===== src/hw/rtl/b64d_pkg.sv =====
// ----------------------------------------------------------------------------
// b64d_pkg
// Types, codes and the alphabet lookup shared by the base64 decoder modules.
// ----------------------------------------------------------------------------
package b64d_pkg;

  // Default number of pending group commands between front and back.
  localparam int unsigned B64D_QUEUE_DEPTH = 4;

  typedef enum logic [1:0] {
    ERR_NONE     = 2'd0,
    ERR_BAD_CHAR = 2'd1,
    ERR_LENGTH   = 2'd2,
    ERR_PADDING  = 2'd3
  } b64d_err_t;

  typedef enum logic [1:0] {
    SYM_ALPHA = 2'd0,
    SYM_PAD   = 2'd1,
    SYM_BAD   = 2'd2
  } b64d_kind_t;

  typedef struct packed {
    b64d_kind_t  kind;
    logic [5:0]  sextet;
  } b64d_sym_t;

  // Input request: one encoded character.
  typedef struct packed {
    logic [7:0] char_code;
    logic       end_of_string;
  } b64d_char_t;

  // Output request: one decoded byte or one error.
  typedef struct packed {
    logic [7:0] data_byte;
    logic       last_byte;
    b64d_err_t  error_code;
  } b64d_byte_t;

  // Work for the back end: up to three bytes, or a single error result.
  typedef struct packed {
    logic [23:0] bits;   // three bytes, first byte in the top
    logic [1:0]  count;  // results to emit, 1..3
    logic        last;   // final result carries last_byte
    b64d_err_t   err;
  } b64d_cmd_t;

  function automatic b64d_sym_t b64d_classify(input logic [7:0] c);
    b64d_sym_t r;
    r.kind   = SYM_BAD;
    r.sextet = '0;
    if (c >= 8'h41 && c <= 8'h5A) begin        // 'A'..'Z' -> 0..25
      r.kind   = SYM_ALPHA;
      r.sextet = 6'(c - 8'h41);
    end else if (c >= 8'h61 && c <= 8'h7A) begin // 'a'..'z' -> 26..51
      r.kind   = SYM_ALPHA;
      r.sextet = 6'(c - 8'h61 + 8'd26);
    end else if (c >= 8'h30 && c <= 8'h39) begin // '0'..'9' -> 52..61
      r.kind   = SYM_ALPHA;
      r.sextet = 6'(c - 8'h30 + 8'd52);
    end else if (c == 8'h2B) begin               // '+'
      r.kind   = SYM_ALPHA;
      r.sextet = 6'd62;
    end else if (c == 8'h2F) begin               // '/'
      r.kind   = SYM_ALPHA;
      r.sextet = 6'd63;
    end else if (c == 8'h3D) begin               // '='
      r.kind   = SYM_PAD;
    end
    return r;
  endfunction

endpackage


===== src/hw/rtl/b64d_front.sv =====
// ----------------------------------------------------------------------------
// b64d_front
// Accepts characters, tracks the group state and issues group commands.
// ----------------------------------------------------------------------------
module b64d_front import b64d_pkg::*; (
  input  logic       clk,
  input  logic       rst,
  input  logic       char_valid,
  output logic       char_stall,
  input  b64d_char_t char_req,
  input  logic       queue_full,
  output logic       push,
  output b64d_cmd_t  cmd
);

  logic [17:0] acc, acc_next;
  logic [1:0]  pos, pos_next;
  logic        pad_seen, pad_seen_next;
  logic        discarding, discarding_next;

  logic        accept;
  b64d_sym_t   sym;
  logic        end_flag;
  logic        do_err, do_bytes;
  b64d_err_t   err_code;
  logic [23:0] full;
  logic [1:0]  count;

  assign char_stall = queue_full;
  assign accept     = char_valid && !queue_full;
  assign sym        = b64d_classify(char_req.char_code);
  assign end_flag   = char_req.end_of_string;

  always_comb begin
    acc_next        = acc;
    pos_next        = pos;
    pad_seen_next   = pad_seen;
    discarding_next = discarding;
    do_err          = 1'b0;
    do_bytes        = 1'b0;
    err_code        = ERR_NONE;
    full            = '0;
    count           = 2'd3;
    push            = 1'b0;
    cmd             = '0;

    if (accept) begin
      if (discarding) begin
        if (end_flag) begin
          discarding_next = 1'b0;
          acc_next        = '0;
          pos_next        = '0;
          pad_seen_next   = 1'b0;
        end
      end else if (sym.kind == SYM_BAD) begin
        do_err   = 1'b1;
        err_code = ERR_BAD_CHAR;
      end else if (end_flag && pos != 2'd3) begin
        do_err   = 1'b1;
        err_code = ERR_LENGTH;
      end else if (sym.kind == SYM_PAD) begin
        if (pos < 2'd2) begin
          do_err   = 1'b1;
          err_code = ERR_PADDING;
        end else if (pos == 2'd2) begin
          // "xx=" may still become "xx==" at the end
          pad_seen_next = 1'b1;
          acc_next      = {acc[11:0], 6'd0};
          pos_next      = 2'd3;
        end else if (!end_flag) begin
          do_err   = 1'b1;
          err_code = ERR_PADDING;
        end else begin
          do_bytes = 1'b1;
          full     = {acc, 6'd0};
          count    = pad_seen ? 2'd1 : 2'd2;
        end
      end else if (pad_seen) begin
        do_err   = 1'b1;
        err_code = ERR_PADDING;
      end else if (pos < 2'd3) begin
        acc_next = {acc[11:0], sym.sextet};
        pos_next = pos + 2'd1;
      end else begin
        do_bytes = 1'b1;
        full     = {acc, sym.sextet};
        count    = 2'd3;
      end
    end

    if (do_err) begin
      push            = 1'b1;
      cmd.bits        = '0;
      cmd.count       = 2'd1;
      cmd.last        = 1'b1;
      cmd.err         = err_code;
      acc_next        = '0;
      pos_next        = '0;
      pad_seen_next   = 1'b0;
      discarding_next = !end_flag;
    end else if (do_bytes) begin
      push          = 1'b1;
      cmd.bits      = full;
      cmd.count     = count;
      cmd.last      = end_flag;
      cmd.err       = ERR_NONE;
      acc_next      = '0;
      pos_next      = '0;
      pad_seen_next = 1'b0;
    end
  end

  always_ff @(posedge clk) begin
    if (rst) begin
      acc        <= '0;
      pos        <= '0;
      pad_seen   <= 1'b0;
      discarding <= 1'b0;
    end else begin
      acc        <= acc_next;
      pos        <= pos_next;
      pad_seen   <= pad_seen_next;
      discarding <= discarding_next;
    end
  end

endmodule


===== src/hw/rtl/b64d_queue.sv =====
// ----------------------------------------------------------------------------
// b64d_queue
// Small FIFO of group commands between the front and back ends.
// ----------------------------------------------------------------------------
module b64d_queue import b64d_pkg::*; #(
  parameter int unsigned Depth = B64D_QUEUE_DEPTH
) (
  input  logic      clk,
  input  logic      rst,
  input  logic      push,
  input  b64d_cmd_t push_cmd,
  input  logic      pop,
  output logic      full,
  output logic      head_valid,
  output b64d_cmd_t head
);

  localparam int unsigned PtrW = (Depth > 1) ? $clog2(Depth) : 1;
  localparam int unsigned CntW = $clog2(Depth + 1);
  localparam logic [PtrW-1:0] LastPtr = PtrW'(Depth - 1);
  localparam logic [CntW-1:0] FullCnt = CntW'(Depth);

  b64d_cmd_t       mem [Depth];
  logic [PtrW-1:0] wr_ptr, rd_ptr;
  logic [CntW-1:0] count;
  logic            do_push, do_pop;

  assign full       = (count == FullCnt);
  assign head_valid = (count != '0);
  assign head       = mem[rd_ptr];
  assign do_push    = push && !full;
  assign do_pop     = pop && head_valid;

  always_ff @(posedge clk) begin
    if (do_push) begin
      mem[wr_ptr] <= push_cmd;
    end
  end

  always_ff @(posedge clk) begin
    if (rst) begin
      wr_ptr <= '0;
      rd_ptr <= '0;
      count  <= '0;
    end else begin
      if (do_push) begin
        wr_ptr <= (wr_ptr == LastPtr) ? '0 : wr_ptr + PtrW'(1);
      end
      if (do_pop) begin
        rd_ptr <= (rd_ptr == LastPtr) ? '0 : rd_ptr + PtrW'(1);
      end
      if (do_push && !do_pop) begin
        count <= count + CntW'(1);
      end else if (do_pop && !do_push) begin
        count <= count - CntW'(1);
      end
    end
  end

endmodule


===== src/hw/rtl/b64d_back.sv =====
// ----------------------------------------------------------------------------
// b64d_back
// Expands group commands into byte results behind an output register.
// ----------------------------------------------------------------------------
module b64d_back import b64d_pkg::*; (
  input  logic       clk,
  input  logic       rst,
  input  logic       head_valid,
  input  b64d_cmd_t  head,
  output logic       pop,
  output logic       byte_valid,
  input  logic       byte_stall,
  output b64d_byte_t byte_req
);

  b64d_cmd_t  cur;
  logic       cur_valid;
  logic [1:0] idx;
  logic       adv, last_of_cur;
  logic [7:0] sel_byte;

  assign adv         = cur_valid && (!byte_valid || !byte_stall);
  assign last_of_cur = (idx == cur.count - 2'd1);
  assign pop         = head_valid && (!cur_valid || (adv && last_of_cur));

  always_comb begin
    unique case (idx)
      2'd0:    sel_byte = cur.bits[23:16];
      2'd1:    sel_byte = cur.bits[15:8];
      default: sel_byte = cur.bits[7:0];
    endcase
  end

  always_ff @(posedge clk) begin
    if (pop) begin
      cur <= head;
    end
    if (adv) begin
      byte_req.data_byte  <= sel_byte;
      byte_req.last_byte  <= cur.last && last_of_cur;
      byte_req.error_code <= cur.err;
    end
  end

  always_ff @(posedge clk) begin
    if (rst) begin
      cur_valid  <= 1'b0;
      idx        <= '0;
      byte_valid <= 1'b0;
    end else begin
      if (pop) begin
        cur_valid <= 1'b1;
        idx       <= '0;
      end else if (adv && last_of_cur) begin
        cur_valid <= 1'b0;
        idx       <= '0;
      end else if (adv) begin
        idx <= idx + 2'd1;
      end

      if (adv) begin
        byte_valid <= 1'b1;
      end else if (!byte_stall) begin
        byte_valid <= 1'b0;
      end
    end
  end

  // An error result is a lone zero byte that closes the string.
  a_err_is_last: assert property (@(posedge clk) disable iff (rst)
    byte_valid && byte_req.error_code != ERR_NONE |->
      byte_req.last_byte && byte_req.data_byte == 8'd0)
    else $error("error result without last mark or with data");

  // A held command always has between one and three results.
  a_cur_count: assert property (@(posedge clk) disable iff (rst)
    cur_valid |-> cur.count != 2'd0 && idx < cur.count)
    else $error("command index out of range");

  // A new command is loaded only once the previous one is fully emitted.
  a_pop_order: assert property (@(posedge clk) disable iff (rst)
    pop && cur_valid |-> adv && last_of_cur)
    else $error("command replaced before finishing");

endmodule


===== src/hw/rtl/base64_stream_decoder.sv =====
// ----------------------------------------------------------------------------
// base64_stream_decoder
// Streaming base64 (standard alphabet) decoder, one character per request.
// ----------------------------------------------------------------------------
// Takes one ASCII character per input request, with end_of_string on the
// final character, and returns decoded bytes one per output request. A
// character is taken every cycle as long as the command queue has room; a
// full group of four gives three bytes, so the output side keeps up at
// full input rate while byte_stall is low. The front end classifies
// characters and assembles the group; the back end plays out each group's
// bytes (up to three, one per cycle unless stalled) through a registered
// output stage. Between them sits a queue of QueueDepth group commands,
// and only that queue filling up holds the input. The last byte of a
// string carries last_byte. Errors (bad character, length not a multiple
// of four, misplaced '=') each give one zero byte with last_byte set and
// the error code, after which input is dropped through the next
// end_of_string. No configuration, no clearing pass after reset.
// ----------------------------------------------------------------------------
module base64_stream_decoder import b64d_pkg::*; #(
  parameter int unsigned QueueDepth = B64D_QUEUE_DEPTH
) (
  input  logic       clk,
  input  logic       rst,
  // character side
  input  logic       char_valid,
  output logic       char_stall,
  input  b64d_char_t char_req,
  // byte side
  output logic       byte_valid,
  input  logic       byte_stall,
  output b64d_byte_t byte_req
);

  logic      push, queue_full, pop, head_valid;
  b64d_cmd_t push_cmd, head;

  // Front: classify and assemble groups
  b64d_front u_front (
    .clk        (clk),
    .rst        (rst),
    .char_valid (char_valid),
    .char_stall (char_stall),
    .char_req   (char_req),
    .queue_full (queue_full),
    .push       (push),
    .cmd        (push_cmd)
  );

  // Decouples front and back so each can stall alone
  b64d_queue #(
    .Depth (QueueDepth)
  ) u_queue (
    .clk        (clk),
    .rst        (rst),
    .push       (push),
    .push_cmd   (push_cmd),
    .pop        (pop),
    .full       (queue_full),
    .head_valid (head_valid),
    .head       (head)
  );

  // Back: one result per cycle into the output register while not stalled
  b64d_back u_back (
    .clk        (clk),
    .rst        (rst),
    .head_valid (head_valid),
    .head       (head),
    .pop        (pop),
    .byte_valid (byte_valid),
    .byte_stall (byte_stall),
    .byte_req   (byte_req)
  );

endmodule

===== config.mk =====
export PLATFORM = sky130hd
export DESIGN_NAME = base64_stream_decoder
export DESIGN_NICKNAME = d
export VERILOG_FILES = /design/src/hw/rtl/b64d_pkg.sv /design/src/hw/rtl/b64d_front.sv /design/src/hw/rtl/b64d_queue.sv /design/src/hw/rtl/b64d_back.sv /design/src/hw/rtl/base64_stream_decoder.sv
export SDC_FILE = /design/constraint.sdc
export NUM_CORES = 1
export LEC_CHECK = 0
export BUFFER_PORTS_ARGS = -buffer_cell sky130_fd_sc_hd__buf_2
export CAP_MARGIN = 20
export CORE_MARGIN = 10
export CORE_UTILIZATION = 30
export CTS_BUF_LIST = sky130_fd_sc_hd__clkbuf_8
export DETAILED_ROUTE_END_ITERATION = 6
export GPL_TIMING_DRIVEN = 0
export PLACE_DENSITY = 0.42
export SLEW_MARGIN = 20
export SYNTH_ARGS = -nofsm -noshare
export SYNTH_HDL_FRONTEND = slang
export SYNTH_SLANG_ARGS = --single-unit
export TNS_END_PERCENT = 1

===== constraint.sdc =====
create_clock -name clk -period 2.9 [get_ports clk]
set_clock_uncertainty 0.05 [all_clocks]
set_input_delay 0.435 -clock clk [delete_from_list [all_inputs] [get_ports clk]]
set_output_delay 0.435 -clock clk [all_outputs]
set_load 0.01 [all_outputs]

==> flow_metrics.py, run 1 <==
metrics = {
    "sta": {
        "timing.fmax_mhz": 355,
        "finalCritPeriodShare": 0.970,
        "rsz0062_at_grt": "true",
        "setup-violations-final": 0,
        "max_slew.worst_pin.slew_ps": 930,
        "timing_hold_violations_final": 0,
        "layout_min_cycle_time_ps": 2810,
        "timing.final.max_slew_violations": 0,
        "setup_slack_of_the_critical_path_after_layout_ps": 86.9,
        "fin_hold_ws_ps": 234,
        "max_slew_headroom_at_the_worst_pin": 0.380,
    },
    "worst_setup_path": {
        "critical_path.slowest_cell": "sky130_fd_sc_hd__fa_2",
        "worst_r2r_path_depth": 10,
        "critPathKind": "primary input to flop",
        "cpPeakStageDelay_ps": 330,
        "arrival_ps": 3140,
        "end_kind": "flop",
        "critical_path.n_buffers_inverters": 5,
        "critPathLaunch": "char_req[3]",
        "critical_path_peak_fanout": 7,
        "crit_path_start_kind": "primary input",
        "cp.required_ps": 3220,
        "worst_setup_path_endpoint": "u_queue.count[2]",
        "timing.critical_path.cells": "clkbuf_4 > clkinvlp_4 > ha_4 > a21oi_1 > a41oi_2 > a221oi_2 > buf_4 > nor3_4 > o31a_1 > buf_6 > ha_4 > inv_1 > fa_2 > xor2_1 > or3_1 > a21oi_1",
        "critical_path_cell_count": 16,
        "crit_family": "compound AO/OA/AOI/OAI gates",
        "startpoint_of_the_worst_slack_reg_to_reg_timing_path": "u_front.pos[1]",
        "reg2reg_slack_ps": 240,
        "rr_endpoint": "u_queue.count[2]",
    },
    "floorplan": {
        "core_area_sq_mm": 0.0261,
        "std_cell_rows": 59,
        "die_height_um": 183,
        "initial_utilization": 0.306,
        "boundaryPins": 26,
        "fp.dieArea_sq_mm": 0.0335,
        "fp.dieW_um": 183,
    },
    "clock_network": {
        "max-clock-path-buffers": 2,
        "cts.reportedPaths.clkPinSlew_ps": 90,
        "worst_skew_pair.late_latency_ps": 440,
        "h-tree-depth": 4,
        "cts_tree": "built",
        "numCtsBuffers": 17,
        "clock_sinks": 189,
        "hold_buf_cts": 0,
        "clock_root_cell": "sky130_fd_sc_hd__clkbuf_8",
    },
    "cells_and_area": {
        "antenna-diode-count": 0,
        "layout.nets": 602,
        "design_area_sq_mm": 0.00915,
        "syn2layout_area_growth_pct": 14.9,
        "final_non_filler_cell_total": 916,
        "share_of_layout_cells_above_drive_strength_1": 0.255,
        "final_core_util": 0.351,
        "fill_cells": 2499,
    },
    "detailed_routing": {
        "dr.first_iter.drc_count": 263,
        "detail_route.vias_per_cell": 4.67,
        "avgRoutedWirePerCell_um": 18.8,
        "routed_wirelength_mm": 17.3,
        "via_count": 4276,
        "detail_route.first_pass.iterations": 4,
        "drc": 0,
        "drtAntennaViolNets": 0,
    },
    "worst_hold_path": {
        "hold_class": "primary input to flop",
        "worstHoldPathCells": 3,
    },
    "logic_synthesis": {
        "seq_area_frac_synth": 0.671,
        "postSynthNetCount": 546,
        "yosys_warnings": 0,
        "yosys_most_used_dff": "sky130_fd_sc_hd__edfxtp_1",
        "post_synth_inst_count": 513,
        "postSynth.asyncResetShare": 0,
        "synth_enable_flop_cells": 156,
        "mapped_area_sq_mm": 0.00796,
        "syn-mean-instance-area_sq_um": 15.5,
        "synth-seq-cells": 189,
        "number_of_library_cell_types_mapped_by_synthesis": 55,
    },
    "global_route": {
        "grt_pass1_wl_mm": 27.1,
        "vias_in_the_first_global_route": 4623,
        "globalRouteTotalUtil": 0.106,
        "globalRouteOverflowTotal": 0,
        "grt_antenna_before_repair": 0,
        "maximum_number_of_pins_on_one_net_before_global_route_repair": 30,
    },
    "power": {
        "sequentialPowerShare": 0.521,
        "p_sw_frac": 0.294,
        "pwr-share-comb": 0.243,
        "total_switching_power_w": 0.00210,
        "p_leak_nw": 3.06,
        "pwr-share-clk": 0.236,
        "cell_internal_pwr_w": 0.00506,
        "cellPowerDensity_mw_per_mm2": 783,
        "vdd_ir_drop_max_uv": 321,
    },
    "placement": {
        "placement.cell_area_sq_mm": 0.00861,
        "gpl.final_weighted_congestion": 0.769,
        "dpl.cell_count": 874,
        "dpl.hpwl_mm": 11.9,
        "pre_cts_ws_ps": -769,
        "numPortBuffers": 23,
    },
    "job": {
        "max-cap-violations": 0,
    },
    "status": {
        "run_status": "complete, no violations",
    },
}
[how the worst min path moves through the flow]
stage	from	end	slack [ps]
6_report	byte_stall	u_back.byte_valid	230
5_1_grt	byte_stall	u_back.byte_valid	220
4_1_cts	byte_stall	u_back.byte_valid	200
3_5_place_dp	u_back.cur[0]	u_back.byte_req[0]	360
3_3_place_gp	u_back.cur[0]	u_back.byte_req[0]	350
2_1_floorplan	u_back.cur[0]	u_back.byte_req[0]	350
[power groups by stage]
| stage | clock network (W) | logic (W) | registers [W] |
|---|---|---|---|
| 2_1_floorplan | 0 | 0.00116 | 0.00377 |
| 3_3_place_gp | 0 | 0.00172 | 0.00381 |
| 3_5_place_dp | 0 | 0.00178 | 0.00381 |
| 4_1_cts | 0.00175 | 0.00179 | 0.00375 |
| 5_1_grt | 0.00187 | 0.00196 | 0.00378 |
| 6_report | 0.00169 | 0.00174 | 0.00373 |
[synth_stat cells (4+ instances only)]
cell type,n,area [sq um]
sky130_fd_sc_hd__nor2_1,35,131
sky130_fd_sc_hd__dfxtp_1,33,661
sky130_fd_sc_hd__nand3_1,4,20.0
sky130_fd_sc_hd__mux2i_1,25,250
sky130_fd_sc_hd__buf_4,4,30.0
sky130_fd_sc_hd__a221oi_1,4,35.0
sky130_fd_sc_hd__buf_1,4,15.0
sky130_fd_sc_hd__edfxtp_1,156,4680
sky130_fd_sc_hd__mux4_2,29,653
sky130_fd_sc_hd__a21oi_1,15,75.1
sky130_fd_sc_hd__xnor2_1,5,43.8
sky130_fd_sc_hd__clkbuf_1,11,41.3
sky130_fd_sc_hd__o21ai_0,4,20.0
sky130_fd_sc_hd__inv_1,15,56.3
sky130_fd_sc_hd__and2_1,26,163
sky130_fd_sc_hd__buf_6,4,45.0
sky130_fd_sc_hd__nor2_2,10,62.6
sky130_fd_sc_hd__nand2_1,24,90.1
sky130_fd_sc_hd__nor2b_1,17,106
sky130_fd_sc_hd__nand2b_1,8,50.1
sky130_fd_sc_hd__a22oi_1,10,75.1
sky130_fd_sc_hd__ha_1,19,238
[state kept, by name (all words and copies together) (netlist names)]
| name | cells |
|---|---|
| u_front.pad_seen | 1 |
| u_back.byte_req | 11 |
| u_back.idx | 2 |
| u_back.byte_valid | 1 |
| u_queue.rd_ptr | 2 |
| u_queue.wr_ptr | 2 |
| u_back.cur | 29 |
| u_front.pos | 2 |
| u_queue.mem | 116 |
| u_front.acc | 18 |
| u_front.discarding | 1 |
| u_back.cur_valid | 1 |
| u_queue.count | 3 |
[per-stage QoR]
step	TNS, ps	total power [W]
floorplan	-1330	0.00493
global placement	-201670	0.00552
detailed placement	-81830	0.00559
CTS	-70.8	0.00728
global route	0	0.00761
finish	0	0.00717
[worst register-to-register path, delay by kind of cell, from the launching register on]
kind / cells / cell delay (ps)
flops: 1 / 390
xor+xnor: 1 / 180
buf+inv: 2 / 170
fa+ha+maj: 3 / 700
compound gates: 2 / 340
simple gates: 2 / 780
[cell families (layout without fill, tap and decap cells)]
family          count (synthesis)  count (layout)  synth area share
flops                         189             189             0.671
simple gates                  144             144            0.0978
compound gates                 56              56            0.0509
buf+inv                        43             111            0.0264
fa+ha+maj                      20              20            0.0324
xor+xnor                        7               7           0.00770
mux                            54              54             0.113
[layout by cell type, fill, tap and decap left out, types with 16 or more instances in the layout]
cell type	n
sky130_fd_sc_hd__buf_4	17
sky130_fd_sc_hd__dfxtp_1	33
sky130_fd_sc_hd__mux2i_1	25
sky130_fd_sc_hd__and2_1	22
sky130_fd_sc_hd__nor2b_1	16
sky130_fd_sc_hd__nor2_1	33
sky130_fd_sc_hd__ha_1	16
sky130_fd_sc_hd__clkbuf_8	17
sky130_fd_sc_hd__mux4_2	29
sky130_fd_sc_hd__edfxtp_1	156
sky130_fd_sc_hd__buf_2	23
sky130_fd_sc_hd__nand2_1	23
[layer usage]
metal | track usage | part of all wire | routed length [um] | up-vias
met5 | 0 | 0 | 0 | -
met4 | 0.0203 | 0.0065 | 113 | 0
met3 | 0.0274 | 0.029 | 500 | 6
met2 | 0.178 | 0.49 | 8460 | 50
met1 | 0.136 | 0.47 | 8180 | 2187
li1 | - | - | - | 2033
[final cells by class]
class / instances / area [sq um] / area share
Tap cell: 335 / 419 / 0.0458
Buffer: 26 / 153 / 0.0167
Multi-Input combinational cell: 281 / 2530 / 0.276
Timing Repair Buffer: 37 / 260 / 0.0284
Sequential cell: 189 / 5350 / 0.584
Clock inverter: 14 / 143 / 0.0156
Inverter: 17 / 67.6 / 0.00738
Clock buffer: 17 / 234 / 0.0256
[what timing repair did]
| action | 4_1_cts | 5_1_grt |
|---|---|---|
| resized for setup | 3 | 15 |
| endpoints found under the setup margin | 11 | 139 |
| hold endpoints to repair | 0 | 0 |
| pin swaps | 0 | 5 |
| buffers inserted | 0 | 11 |
No activity file was read; power rests on OpenSTA's default activity.
==> run 2: changes to the inputs <==
--- a/config.mk
+++ b/config.mk
@@ -12,7 +12,7 @@
 export CTS_BUF_LIST = sky130_fd_sc_hd__clkbuf_8
 export DETAILED_ROUTE_END_ITERATION = 6
 export GPL_TIMING_DRIVEN = 0
-export PLACE_DENSITY = 0.42
+export PLACE_DENSITY = 0.47
 export SLEW_MARGIN = 20
 export SYNTH_ARGS = -nofsm -noshare
 export SYNTH_HDL_FRONTEND = slang
==> constraint.sdc (replaced) <==
create_clock -name clk -period 3.5 [get_ports clk]
set_clock_uncertainty 0.05 [all_clocks]
set_input_delay 0.525 -clock clk [delete_from_list [all_inputs] [get_ports clk]]
set_output_delay 0.525 -clock clk [all_outputs]
set_load 0.01 [all_outputs]
==> run 2 against run 1 <==
Core utilization decreased by 0.32 points. First-iteration DRC count is 6.5% lower. Setup slack improved by 190 ps. Final cell count is 0.87% lower. Worst hold slack improved by 51 ps. Critical path type unchanged. Largest cell class unchanged.
==> flow_metrics.py, run 2 (synthesis gave the netlist of run 1 again) <==
metrics = {
    "detailed_routing": {
        "avgRoutedWirePerCell_um": 18.2,
        "detail_route.first_pass.iterations": 5,
        "detail_route.vias_per_cell": 4.72,
        "drc": 0,
        "via_count": 4290,
        "drtAntennaViolNets": 0,
        "dr.first_iter.drc_count": 246,
        "routed_wirelength_mm": 16.5,
    },
    "power": {
        "vdd_ir_drop_max_uv": 362,
        "p_sw_frac": 0.300,
        "totalPowerFinal_w": 0.00602,
        "pwr-share-comb": 0.233,
        "p_leak_nw": 3.04,
        "pwr-share-clk": 0.254,
        "cellPowerDensity_mw_per_mm2": 664,
        "sequentialPowerShare": 0.513,
        "total_switching_power_w": 0.00181,
        "cell_internal_pwr_w": 0.00421,
    },
    "worst_setup_path": {
        "end_kind": "flop",
        "critical_path_peak_fanout": 8,
        "worst_r2r_path_depth": 8,
        "critPathLaunch": "char_req[3]",
        "worst_setup_path_endpoint": "u_queue.count[2]",
        "rr_endpoint": "u_queue.mem[1][5]",
        "cp.required_ps": 3840,
        "crit_path_start_kind": "primary input",
        "arrival_ps": 3560,
        "critPathKind": "primary input to flop",
        "startpoint_of_the_worst_slack_reg_to_reg_timing_path": "u_queue.count[0]",
        "reg2reg_slack_ps": 660,
    },
    "cells_and_area": {
        "layout.nets": 593,
        "final_non_filler_cell_total": 908,
        "syn2layout_area_growth_pct": 13.9,
        "share_of_layout_cells_above_drive_strength_1": 0.223,
        "commonest_cells_after_routing_fill_and_taps_aside": "sky130_fd_sc_hd__edfxtp_1 (156), sky130_fd_sc_hd__nor2_1 (35), sky130_fd_sc_hd__dfxtp_1 (33)",
        "antenna-diode-count": 0,
        "regMostFlops": "u_queue.mem",
        "largest_register_ffs": 116,
        "mostFrequentLayoutCell": "sky130_fd_sc_hd__edfxtp_1",
        "reg_top3": "u_queue.mem: 116 flops, u_back.cur: 29 flops, u_front.acc: 18 flops",
        "fill_cells": 2487,
    },
    "clock_network": {
        "max-clock-path-buffers": 2,
        "cts.reportedPaths.clkPinSlew_ps": 100,
        "h-tree-depth": 4,
        "worst_skew_pair.late_latency_ps": 460,
        "post_cts_buffers": 0,
        "numCtsBuffers": 17,
        "clock_root_cell": "sky130_fd_sc_hd__clkbuf_8",
        "clock_sinks": 189,
        "cts_tree": "built",
    },
    "floorplan": {
        "initial_utilization": 0.306,
        "die_height_um": 183,
        "fp.dieArea_sq_mm": 0.0335,
        "core_area_sq_mm": 0.0261,
        "boundaryPins": 26,
        "fp.dieW_um": 183,
        "std_cell_rows": 59,
    },
    "sta": {
        "setup_slack_of_the_critical_path_after_layout_ps": 280,
        "max_slew.worst_pin.slew_ps": 936,
        "rsz0062_at_grt": "false",
        "fin_hold_ws_ps": 285,
        "finalCritPeriodShare": 0.920,
        "timing.final.max_slew_violations": 0,
        "max_slew_headroom_at_the_worst_pin": 0.376,
        "setup-violations-final": 0,
        "layout_min_cycle_time_ps": 3220,
        "timing_hold_violations_final": 0,
        "timing.fmax_mhz": 311,
    },
    "placement": {
        "dpl.cell_count": 876,
        "gpl.final_weighted_congestion": 0.813,
        "numPortBuffers": 23,
        "dpl.hpwl_mm": 11.7,
        "pre_cts_ws_ps": -329,
    },
    "status": {
        "run_status": "complete, no violations",
    },
    "global_route": {
        "globalRouteOverflowTotal": 0,
        "maximum_number_of_pins_on_one_net_before_global_route_repair": 30,
        "vias_in_the_first_global_route": 4515,
        "grt_antenna_before_repair": 0,
        "globalRouteTotalUtil": 0.103,
        "grt_pass1_wl_mm": 26.4,
    },
    "worst_hold_path": {
        "hold_class": "primary input to flop",
    },
    "job": {
        "max-cap-violations": 0,
    },
}
==> run 2: cell types whose count changed in the layout (fill, tap and decap cells not counted), sizes merged <==
cell,before,now
clkbuf,29,28
clkinv,4,5
buf,51,43
==> run 2: power groups by stage <==
stage,sequential (W),combinational [W],clock (W)
after floorplan,0.00312,0.000947,0
after global placement,0.00315,0.00139,0
after detailed placement,0.00315,0.00145,0
after CTS,0.00310,0.00146,0.00157
after global routing,0.00314,0.00157,0.00167
final,0.00309,0.00140,0.00153
==> run 2: how the worst min path moves through the flow <==
stage                          to           from  cells after the start  slack (ps)
2_1_floorplan  u_back.byte_req[0]  u_back.cur[0]                      0         350
3_3_place_gp   u_back.byte_req[1]  u_back.cur[1]                      0         350
3_5_place_dp   u_back.byte_req[0]  u_back.cur[0]                      0         360
4_1_cts         u_back.byte_valid     byte_stall                      3         250
5_1_grt         u_back.byte_valid     byte_stall                      3         300
6_report        u_back.byte_valid     byte_stall                      3         280
==> run 2: final cells by class <==
| class | count | area [sq um] | share of cell area |
|---|---|---|---|
| repair buffers | 28 | 236 | 0.0261 |
| well taps | 335 | 419 | 0.0462 |
| clock buffers | 17 | 234 | 0.0258 |
| multi-input cells | 281 | 2420 | 0.267 |
| clock inverters | 15 | 200 | 0.0221 |
| flip-flops and latches | 189 | 5350 | 0.590 |
| inverters | 17 | 63.8 | 0.00704 |
| plain buffers | 26 | 146 | 0.0161 |
==> run 2: what timing repair did <==
action,4_1_cts,5_1_grt
setup endpoints to repair,0,1
hold buffers,0,0
gates resized for setup,0,1
==> run 2: metal layers <==
layer / up-vias / part of all wire / global-route usage
li1: 2031 / - / -
met1: 2200 / 0.47 / 0.135
met2: 53 / 0.49 / 0.168
met3: 6 / 0.032 / 0.0246
met4: 0 / 0.0084 / 0.0281
met5: - / 0 / 0
==> run 2: worst max-delay path, stage by stage <==
cell,delay (ps)
sky130_fd_sc_hd__buf_2,150
sky130_fd_sc_hd__inv_1,200
sky130_fd_sc_hd__ha_1,270
sky130_fd_sc_hd__a21oi_1,100
sky130_fd_sc_hd__a41oi_1,210
sky130_fd_sc_hd__a221oi_2,150
sky130_fd_sc_hd__nor3_4,360
sky130_fd_sc_hd__o31a_1,210
sky130_fd_sc_hd__buf_6,130
sky130_fd_sc_hd__ha_1,180
sky130_fd_sc_hd__inv_1,60
sky130_fd_sc_hd__fa_1,370
sky130_fd_sc_hd__xor2_1,180
sky130_fd_sc_hd__or3_1,310
sky130_fd_sc_hd__a21oi_1,150
==> run 2: through the flow <==
step	util	setup TNS (ps)	cell area (sq um)
after floorplan	-	0	7960
after global placement	0.326	-126680	8500
after detailed placement	0.331	-5380	8630
after CTS	0.348	0	9060
after global routing	0.348	0	9070
final	0.348	0	9070
==> run 3: changes to the inputs <==
==> constraint.sdc (replaced) <==
create_clock -name clk -period 3.7 [get_ports clk]
set_clock_uncertainty 0.05 [all_clocks]
set_input_delay 0.555 -clock clk [delete_from_list [all_inputs] [get_ports clk]]
set_output_delay 0.555 -clock clk [all_outputs]
set_load 0.01 [all_outputs]
==> run 3 against run 2 <==
Sequential cell count is the same. Cell area barely moved. Power decreased by 5.3%. Critical path depth unchanged. Global-route usage is the same. Die area unchanged. Combinational power decreased by 5%. Highest routed layer unchanged. Critical endpoint unchanged. Sequential share of layout area hardly changed. First-iteration DRC count down 3.7%. Non-clock buffer count is the same.
==> flow_metrics.py, run 3 (synthesis gave the netlist of run 1 again) <==
metrics = {
    "status": {
        "run_status": "complete, no violations",
    },
    "detailed_routing": {
        "detail_route.first_pass.iterations": 5,
        "drc": 0,
        "via_count": 4280,
        "dr.first_iter.drc_count": 237,
        "detail_route.vias_per_cell": 4.71,
        "drtAntennaViolNets": 0,
        "routed_wirelength_mm": 16.6,
        "avgRoutedWirePerCell_um": 18.2,
    },
    "placement": {
        "dpl.cell_count": 876,
        "numPortBuffers": 23,
        "gpl.final_weighted_congestion": 0.813,
        "pre_cts_ws_ps": -159,
        "dpl.hpwl_mm": 11.7,
    },
    "global_route": {
        "maximum_number_of_pins_on_one_net_before_global_route_repair": 30,
        "gr-usage-met2": 0.168,
        "globalRouteOverflowTotal": 0,
        "met3_usage": 0.0246,
        "grt_pass1_wl_mm": 26.4,
        "grt_antenna_before_repair": 0,
        "grt_most_used_layer": "met2",
        "vias_in_the_first_global_route": 4515,
        "grt_util_met1": 0.135,
        "globalRouteTotalUtil": 0.103,
    },
    "worst_hold_path": {
        "min_to": "u_back.byte_valid",
        "worstHoldPathCells": 3,
        "hold_class": "primary input to flop",
        "hold_start": "byte_stall",
    },
    "clock_network": {
        "cts.reportedPaths.clkPinSlew_ps": 100,
        "h-tree-depth": 4,
        "ctsResizeCount": 0,
        "clock_sinks": 189,
        "hold_buf_cts": 0,
        "worst_skew_pair.late_latency_ps": 460,
        "post_cts_buffers": 0,
        "cts_tree": "built",
        "clock_root_cell": "sky130_fd_sc_hd__clkbuf_8",
        "max-clock-path-buffers": 2,
        "numCtsBuffers": 17,
    },
    "power": {
        "pwr-share-clk": 0.254,
        "total_switching_power_w": 0.00171,
        "cellPowerDensity_mw_per_mm2": 629,
        "p_leak_nw": 3.04,
        "cell_internal_pwr_w": 0.00398,
        "vdd_ir_drop_max_uv": 345,
        "sequentialPowerShare": 0.512,
        "p_sw_frac": 0.301,
        "pwr-share-comb": 0.233,
    },
    "sta": {
        "max_slew_headroom_at_the_worst_pin": 0.376,
        "setup_slack_of_the_critical_path_after_layout_ps": 322,
        "layout_min_cycle_time_ps": 3380,
        "timing.fmax_mhz": 296,
        "timing.final.max_slew_violations": 0,
        "finalCritPeriodShare": 0.913,
        "setup-violations-final": 0,
        "rsz0062_at_grt": "false",
        "timing_hold_violations_final": 0,
        "max_slew.worst_pin.slew_ps": 937,
    },
    "cells_and_area": {
        "syn2layout_area_growth_pct": 13.8,
        "regMostFlops": "u_queue.mem",
        "commonest_cells_after_routing_fill_and_taps_aside": "sky130_fd_sc_hd__edfxtp_1 (156), sky130_fd_sc_hd__nor2_1 (35), sky130_fd_sc_hd__dfxtp_1 (33)",
        "largest_register_ffs": 116,
        "fill_cells": 2486,
        "reg_top3": "u_queue.mem: 116 flops, u_back.cur: 29 flops, u_front.acc: 18 flops",
        "antenna-diode-count": 0,
        "share_of_layout_cells_above_drive_strength_1": 0.223,
        "mostFrequentLayoutCell": "sky130_fd_sc_hd__edfxtp_1",
        "layout.nets": 593,
        "final_non_filler_cell_total": 908,
    },
    "worst_setup_path": {
        "critical_path.n_buffers_inverters": 4,
        "arrival_ps": 3720,
        "startpoint_of_the_worst_slack_reg_to_reg_timing_path": "u_queue.count[0]",
        "crit_family": "compound AO/OA/AOI/OAI gates",
        "critPathKind": "primary input to flop",
        "end_kind": "flop",
        "crit_path_start_kind": "primary input",
        "timing.critical_path.cells": "buf_2 > inv_1 > ha_1 > a21oi_1 > a41oi_1 > a221oi_2 > nor3_2 > o31a_1 > buf_6 > ha_1 > inv_1 > fa_1 > xor2_1 > or3_1 > a21oi_1",
        "critical_path_peak_fanout": 8,
        "cp.required_ps": 4040,
        "worst_r2r_path_depth": 8,
        "cpPeakStageDelay_ps": 480,
        "reg2reg_slack_ps": 860,
        "rr_endpoint": "u_queue.mem[1][5]",
        "critical_path.slowest_cell": "sky130_fd_sc_hd__nor3_2",
    },
    "floorplan": {
        "std_cell_rows": 59,
        "core_area_sq_mm": 0.0261,
        "fp.dieArea_sq_mm": 0.0335,
        "initial_utilization": 0.306,
        "fp.dieW_um": 183,
        "boundaryPins": 26,
        "die_height_um": 183,
    },
    "job": {
        "max-cap-violations": 0,
    },
}
run 3: cell counts in the layout (fill, tap and decap cells not counted):
Identical to the previous run, type by type.
run 3: worst max-delay path by stage:
stage                     cells past startpoint                to  slack (ps)         from
after floorplan                              15  u_queue.count[2]         420  char_req[2]
after global placement                        5     u_back.cur[2]        -740   byte_stall
after detailed placement                     15  u_queue.count[2]        -160  char_req[3]
after CTS                                    15  u_queue.count[2]         340  char_req[3]
after global routing                         15  u_queue.count[2]         120  char_req[3]
final                                        15  u_queue.count[2]         320  char_req[3]
run 3: metrics by stage:
step	hold slack, ps	utilization	setup TNS (ps)	power [W]	area [sq um]
after floorplan	350	-	0	0.00385	7960
after global placement	352	0.326	-100930	0.00429	8500
after detailed placement	360	0.331	-159	0.00435	8630
after CTS	281	0.348	0	0.00579	9060
after global routing	327	0.348	0	0.00603	9060
final	312	0.348	0	0.00570	9060
run 3: cell type report:
| cell class | count | area (sq um) | area share |
|---|---|---|---|
| buffer | 26 | 146 | 0.0162 |
| inverter | 17 | 63.8 | 0.00704 |
| tap | 335 | 419 | 0.0463 |
| clock buffer | 17 | 234 | 0.0258 |
| sequential | 189 | 5350 | 0.590 |
| multi-input combinational | 281 | 2410 | 0.267 |
| clock inverter | 15 | 200 | 0.0221 |
| timing repair buffer | 28 | 236 | 0.0261 |
run 3: metal layers:
metal | vias up | part of all wire
met5 | - | 0
met4 | 0 | 0.012
met3 | 9 | 0.030
met2 | 52 | 0.48
met1 | 2190 | 0.48
li1 | 2029 | -
run 3: power groups by stage:
stage | Sequential [W] | Clock [W] | Combinational (W)
floorplan | 0.00295 | 0 | 0.000896
global placement | 0.00298 | 0 | 0.00131
detailed placement | 0.00298 | 0 | 0.00138
CTS | 0.00293 | 0.00149 | 0.00138
global route | 0.00297 | 0.00158 | 0.00149
finish | 0.00292 | 0.00145 | 0.00133
run 3: worst register-to-register path, stage by stage, from the launching register on:
cell and delay, ps:
sky130_fd_sc_hd__dfxtp_1 430, sky130_fd_sc_hd__nor2_1 80, sky130_fd_sc_hd__nand2_1 140, sky130_fd_sc_hd__nand2_1 100
sky130_fd_sc_hd__or2_2 280, sky130_fd_sc_hd__clkbuf_1 190, sky130_fd_sc_hd__nor4_2 450, sky130_fd_sc_hd__nand2_1 190
sky130_fd_sc_hd__a211oi_1 650
